==> config.mk <==
export PLATFORM = sky130hd
export DESIGN_NAME = vfv_ram
export DESIGN_NICKNAME = d
export VERILOG_FILES = /design/src/rtl/voxel_face_visibility_core_defines.svh /design/src/rtl/vfv_pkg.sv /design/src/rtl/vfv_ram.sv
export SDC_FILE = /design/constraint.sdc
export NUM_CORES = 1
export LEC_CHECK = 0
export BUFFER_PORTS_ARGS = -buffer_cell sky130_fd_sc_hd__buf_4
export CAP_MARGIN = 20
export CORE_MARGIN = 5
export CORE_UTILIZATION = 50
export CTS_CLUSTER_SIZE = 20
export DETAILED_ROUTE_END_ITERATION = 7
export GPL_ROUTABILITY_DRIVEN = 0
export HOLD_SLACK_MARGIN = 0.08
export PLACE_DENSITY = 0.66
export RECOVER_POWER = 100
export SETUP_SLACK_MARGIN = 0.1
export SYNTH_ARGS = -nofsm -noshare
export SYNTH_HDL_FRONTEND = slang
export SYNTH_SLANG_ARGS = --single-unit
==> constraint.sdc <==
create_clock -name clk -period 2.7 [get_ports clk]
set_input_delay 0.135 -clock clk [delete_from_list [all_inputs] [get_ports clk]]
set_output_delay 0.135 -clock clk [all_outputs]
set_load 0.05 [all_outputs]
==> src/rtl/voxel_face_visibility_core_defines.svh <==
// Assertion helpers for the voxel face visibility core.
// Both sample on clk and are disabled while rst_n is low.
`ifndef VOXEL_FACE_VISIBILITY_CORE_DEFINES_SVH
`define VOXEL_FACE_VISIBILITY_CORE_DEFINES_SVH

// Same-cycle implication.
`define VFV_ASSERT_IMP(label, ante, cons) \
    label: assert property (@(posedge clk) disable iff (!rst_n) (ante) |-> (cons)) \
        else $error("voxel_face_visibility_core: same-cycle check failed");

// Next-cycle implication.
`define VFV_ASSERT_NXT(label, ante, cons) \
    label: assert property (@(posedge clk) disable iff (!rst_n) (ante) |=> (cons)) \
        else $error("voxel_face_visibility_core: next-cycle check failed");

`endif

==> src/rtl/vfv_pkg.sv <==
`timescale 1ns / 1ps

package vfv_pkg;

    // Default chunk size
    localparam int SIZE_X_DEF = 16;
    localparam int SIZE_Y_DEF = 16;
    localparam int SIZE_Z_DEF = 16;

    // Coordinate width on the ports and widened width for range checks
    localparam int CRD_W = 6;
    localparam int EXT_W = 10;

    localparam int MASK_W = 6;

    // Command codes
    localparam logic CMD_WRITE = 1'b0;
    localparam logic CMD_QUERY = 1'b1;

    // Read slots of a query: own voxel first, then the six neighbors
    localparam logic [2:0] SLOT_SELF = 3'd0;
    localparam logic [2:0] SLOT_XN   = 3'd1;
    localparam logic [2:0] SLOT_XP   = 3'd2;
    localparam logic [2:0] SLOT_YN   = 3'd3;
    localparam logic [2:0] SLOT_YP   = 3'd4;
    localparam logic [2:0] SLOT_ZN   = 3'd5;
    localparam logic [2:0] SLOT_ZP   = 3'd6;

    typedef struct packed {
        logic invisible;
        logic translucent;
        logic present;
    } entry_t;

    localparam int ENTRY_W = $bits(entry_t);

    typedef enum logic [2:0] {
        ST_CLEAR,
        ST_IDLE,
        ST_WRITE,
        ST_READ,
        ST_DRAIN,
        ST_OUT
    } state_t;

    // A face is exposed when the neighbor is absent, invisible, or
    // translucent while this voxel is opaque.
    function automatic logic face_exposed(entry_t nb, logic self_tr);
        return !nb.present || nb.invisible || (nb.translucent && !self_tr);
    endfunction

endpackage

==> src/rtl/vfv_ram.sv <==
`timescale 1ns / 1ps

// Simple dual-port RAM: one write port, one read port, registered read.
module vfv_ram #(
    parameter int WIDTH = vfv_pkg::ENTRY_W,
    parameter int DEPTH = 64
) (
    input  logic                     clk,
    input  logic                     we,
    input  logic [$clog2(DEPTH)-1:0] waddr,
    input  logic [WIDTH-1:0]         wdata,
    input  logic                     re,
    input  logic [$clog2(DEPTH)-1:0] raddr,
    output logic [WIDTH-1:0]         rdata
);

    logic [WIDTH-1:0] mem_reg [DEPTH];
    logic [WIDTH-1:0] rdata_reg;

    always_ff @(posedge clk)
    begin
        if (we)
        begin
            mem_reg[waddr] <= wdata;
        end
        if (re)
        begin
            rdata_reg <= mem_reg[raddr];
        end
    end

    assign rdata = rdata_reg;

endmodule

* Yosys cells after proc, flatten, opt, wreduce, memory -nomap -nowiden *
Memory sizes are Yosys's and may differ from the RTL's. A register that Yosys moved wholly into a read port is not among the register bits.
Cells that the tools add are included.

word-level totals
  flip-flop bits (word level) = 0
  bits in writable memories = 192
  bits of input ports = 18
  output and inout bits = 3
  word-level logic and storage cells = 3
  memories kept = 1

cells by class
  mux-type cells = 2

memories
  memory   depth  width  rd ports  clocked after Yosys merged registers in  wr ports  line           RTL
  mem_reg  64     3      1         1                                        1         vfv_ram.sv:17  logic [WIDTH-1:0] mem_reg [DEPTH];

operators by type and width
  kind    number
  $mux 1  2

* Longest topological paths before layout *
  word-level depth = 2
  depth in mapped cells = 8
  depth with buffers taken out = 5

* Worst setup path before layout *
OpenSTA, ideal clock, no wires.

  path type = input to register
  start point = in raddr[0]
  end point = reg rdata_reg[0], in the netlist rdata[0] (read register of mem_reg) (data pin)
  setup time = 0.256 ns
  arrival = 1.639 ns
  required time = 2.444 ns
  setup slack = 0.805 ns
  stages = 7
  buffers on the path = 2
  path through = buf_2 -> buf_4 -> mux4_2 -> nand2_1 -> nand4_1 -> and3_1 -> a41o_1

RTL lines
  element      line           RTL
  from (decl)  vfv_ram.sv:13  input logic [$clog2(DEPTH)-1:0] raddr,
  to (decl)    vfv_ram.sv:18  logic [WIDTH-1:0] rdata_reg;

==> flow_metrics.py <==
metrics = {
    "outcome": {
        "status": "finished, violations left",
        "violations": "capacitance limit, slew limit",
    },
    "placement": {
        "dp_cells": 638,
        "portBuffers": 20,
        "dp_hpwl_um": 9990,
    },
    "synthesis": {
        "syn_avg_cell_area_um2": 18.7,
        "synth_seq_area_share_pct": 74.2,
        "syn_area_mm2": 0.00789,
        "yosysWarnings": 0,
        "syn_nets": 441,
        "ys_types": 36,
        "ys_ff_latch": 195,
        "syn_inst": 423,
    },
    "cells_and_area": {
        "layout_common_cells": "edfxtp_1 (195), nor2_1 (68), mux4_2 (42)",
        "drive_gt1_share_pct": 19.6,
        "area_growth_syn_to_layout_pct": 11.5,
        "largest_register_ff_count": 192,
        "nets": 460,
        "fillers": 1216,
        "final_cells": 671,
        "antennaDiodeCount": 0,
        "final_common_cell": "edfxtp_1",
        "final_util_pct": 56.0,
    },
    "detailed_routing": {
        "dr.pass1.iters": 5,
        "dr_total_vias": 3950,
        "drtIter0Drc": 529,
        "wire_per_inst_um": 23.9,
        "wl_um": 16100,
        "viasPerCell": 5.89,
        "drc": 0,
        "ant_nets": 0,
    },
    "clock_tree": {
        "clockBufferDepth": 2,
        "postCtsResizedCells": 0,
        "path_clk_slew_ns": 0.07,
        "htree_levels": 4,
        "clock_sinks": 195,
        "cts_inserted_buffers": 17,
        "clockRootBuffer": "clkbuf_16",
        "clk_latency_ns": 0.43,
        "tritoncts": "yes",
    },
    "floorplan": {
        "fp.dieH_um": 136,
        "die_area_mm2": 0.0184,
        "die_w_um": 136,
        "io_pins": 21,
        "initial_core_util_pct": 50.2,
        "fp.coreArea_mm2": 0.0157,
        "rows": 46,
    },
    "worst_setup_path": {
        "arrival_ns": 2.38,
        "path_cells": "mux4_1 -> mux4_2 -> nor2b_4 -> a211oi_1 -> a31oi_1",
        "max_stage_delay_ns": 0.54,
        "crit_type": "flop to flop",
        "path_max_fanout": 1,
        "rrSetupSlack_ns": 0.49,
        "critical_path_required_ns": 2.87,
        "cp-end-kind": "flop",
        "crit_path_start_kind": "flop",
        "critPathSlowestCell": "mux4_1",
    },
    "sta": {
        "slew_headroom_pct": -76.4,
        "period_minus_slack_ns": 2.21,
        "fmax_ghz": 0.452,
        "slew_violations": 65,
        "setup_tns_ns": 0,
        "worst_pin_slew_ns": 2.65,
        "clock_skew_ns": 0.00904,
        "final_hold_viol_count": 0,
        "post-route-period-util_pct": 82.0,
        "rsz0062_at_grt": "false",
        "setup_viol_count_final": 0,
    },
    "grt": {
        "antenna_found_initial": 0,
        "grt_use_total_pct": 18.6,
        "grt_pass1_wl_um": 24600,
        "overflow": 0,
        "grt_pass1_vias": 4134,
        "grt_max_degree": 65,
    },
    "min_path": {
        "hp-class": "primary input to flop",
    },
    "pwr": {
        "powerDensity_mw_per_mm2": 716,
        "irDropWorstVdd_mv": 0.475,
        "p_leak_nw": 2.71,
    },
    "run": {
        "drv_cap": 1,
    },
}
==> synth_stat cells <==
master | instances | area [µm²]
nor4_1 | 1 | 6.26
a31oi_1 | 2 | 12.5
and3_1 | 2 | 12.5
o211ai_1 | 2 | 15.0
mux2_2 | 1 | 11.3
or3b_2 | 1 | 8.76
mux4_1 | 5 | 131
buf_4 | 2 | 15.0
buf_1 | 1 | 3.75
nor3b_1 | 2 | 15.0
nor2b_1 | 9 | 56.3
nand2_1 | 15 | 56.3
o22ai_1 | 4 | 25.0
nand3b_1 | 2 | 15.0
o21ai_0 | 2 | 10.0
nand3_1 | 9 | 45.0
edfxtp_1 | 195 | 5860
nor2_1 | 68 | 255
nand4b_1 | 1 | 8.76
buf_2 | 6 | 30.0
a311oi_1 | 2 | 17.5
a2111oi_0 | 3 | 26.3
nand4_1 | 4 | 25.0
inv_1 | 1 | 3.75
a211oi_1 | 1 | 7.51
nand2b_1 | 6 | 37.5
a211oi_2 | 1 | 12.5
mux4_2 | 42 | 946
mux2i_1 | 8 | 80.1
buf_6 | 2 | 22.5
or3_1 | 1 | 6.26
a41o_1 | 2 | 20.0
nor2b_4 | 1 | 13.8
clkbuf_1 | 13 | 48.8
a221oi_1 | 2 | 17.5
nor3_1 | 4 | 20.0
==> what timing repair did <==
item                                   in CTS  in global routing
buffers inserted                            0                  0
endpoints found under the hold margin       3                  0
hold buffers                                1                  0
==> cell type report <==
cell class,count,area [µm²],share of cell area [%]
clock buffers,18,429,4.88
clock inverters,14,186,2.12
inverters,1,3.75,0.0427
flip-flops and latches,195,5860,66.5
multi-input cells,203,1910,21.7
well taps,216,270,3.07
repair buffers,24,145,1.65
==> path summary, 6_finish.rpt <==
path | startpoint | to | cells past startpoint
hold / removal | raddr[5] | rdata[2] | 2
setup / recovery | mem_reg[11][1] | rdata[1] | 5
hold reg to reg | mem_reg[39][1] | rdata[1] | 3
setup reg to reg | mem_reg[11][1] | rdata[1] | 5
==> layer usage <==
metal  track usage (%)  share of wire [%]
met5                 0                  0
met3              4.49                6.4
met4              5.38                1.3
met1              25.3                 42
met2              30.5                 50
==> cells by family after synthesis <==
logic type	count (synthesis)	share of synthesized area, %
compound gates	21	2.08
simple gates	126	7.37
flops	195	74.2
buf+inv	25	1.57
mux	56	14.8
==> worst max-delay path, delay by kind of cell, from the launching register on <==
family | cells | cell delay, ns
muxes | 2 | 1.04
AOI/OAI and AO/OA | 2 | 0.40
and+or+nand+nor | 1 | 0.14
DFF | 1 | 0.37
==> metrics by stage <==
stage / instance area, µm² / setup slack [ns] / hold WS, ns / total power, mW
4_1_cts: 8840 / 0.587 / 0.0808 / 6.34
3_5_place_dp: 8220 / 0.368 / 0.372 / 3.77
6_report: 8800 / 0.487 / 0.0893 / 6.30
5_1_grt: 8800 / 0.284 / 0.102 / 6.49
2_1_floorplan: 7890 / 0.805 / 0.234 / 3.63
3_3_place_gp: 8220 / 0.405 / 0.371 / 3.76
==> power by group <==
part	leakage, nW	switching, mW	internal (mW)
logic	0.660	0.211	0.119
registers	1.76	0.00689	3.36
clock network	0.291	1.06	1.54
total	2.71	1.28	5.02
Power figures use the tool's default switching activity.
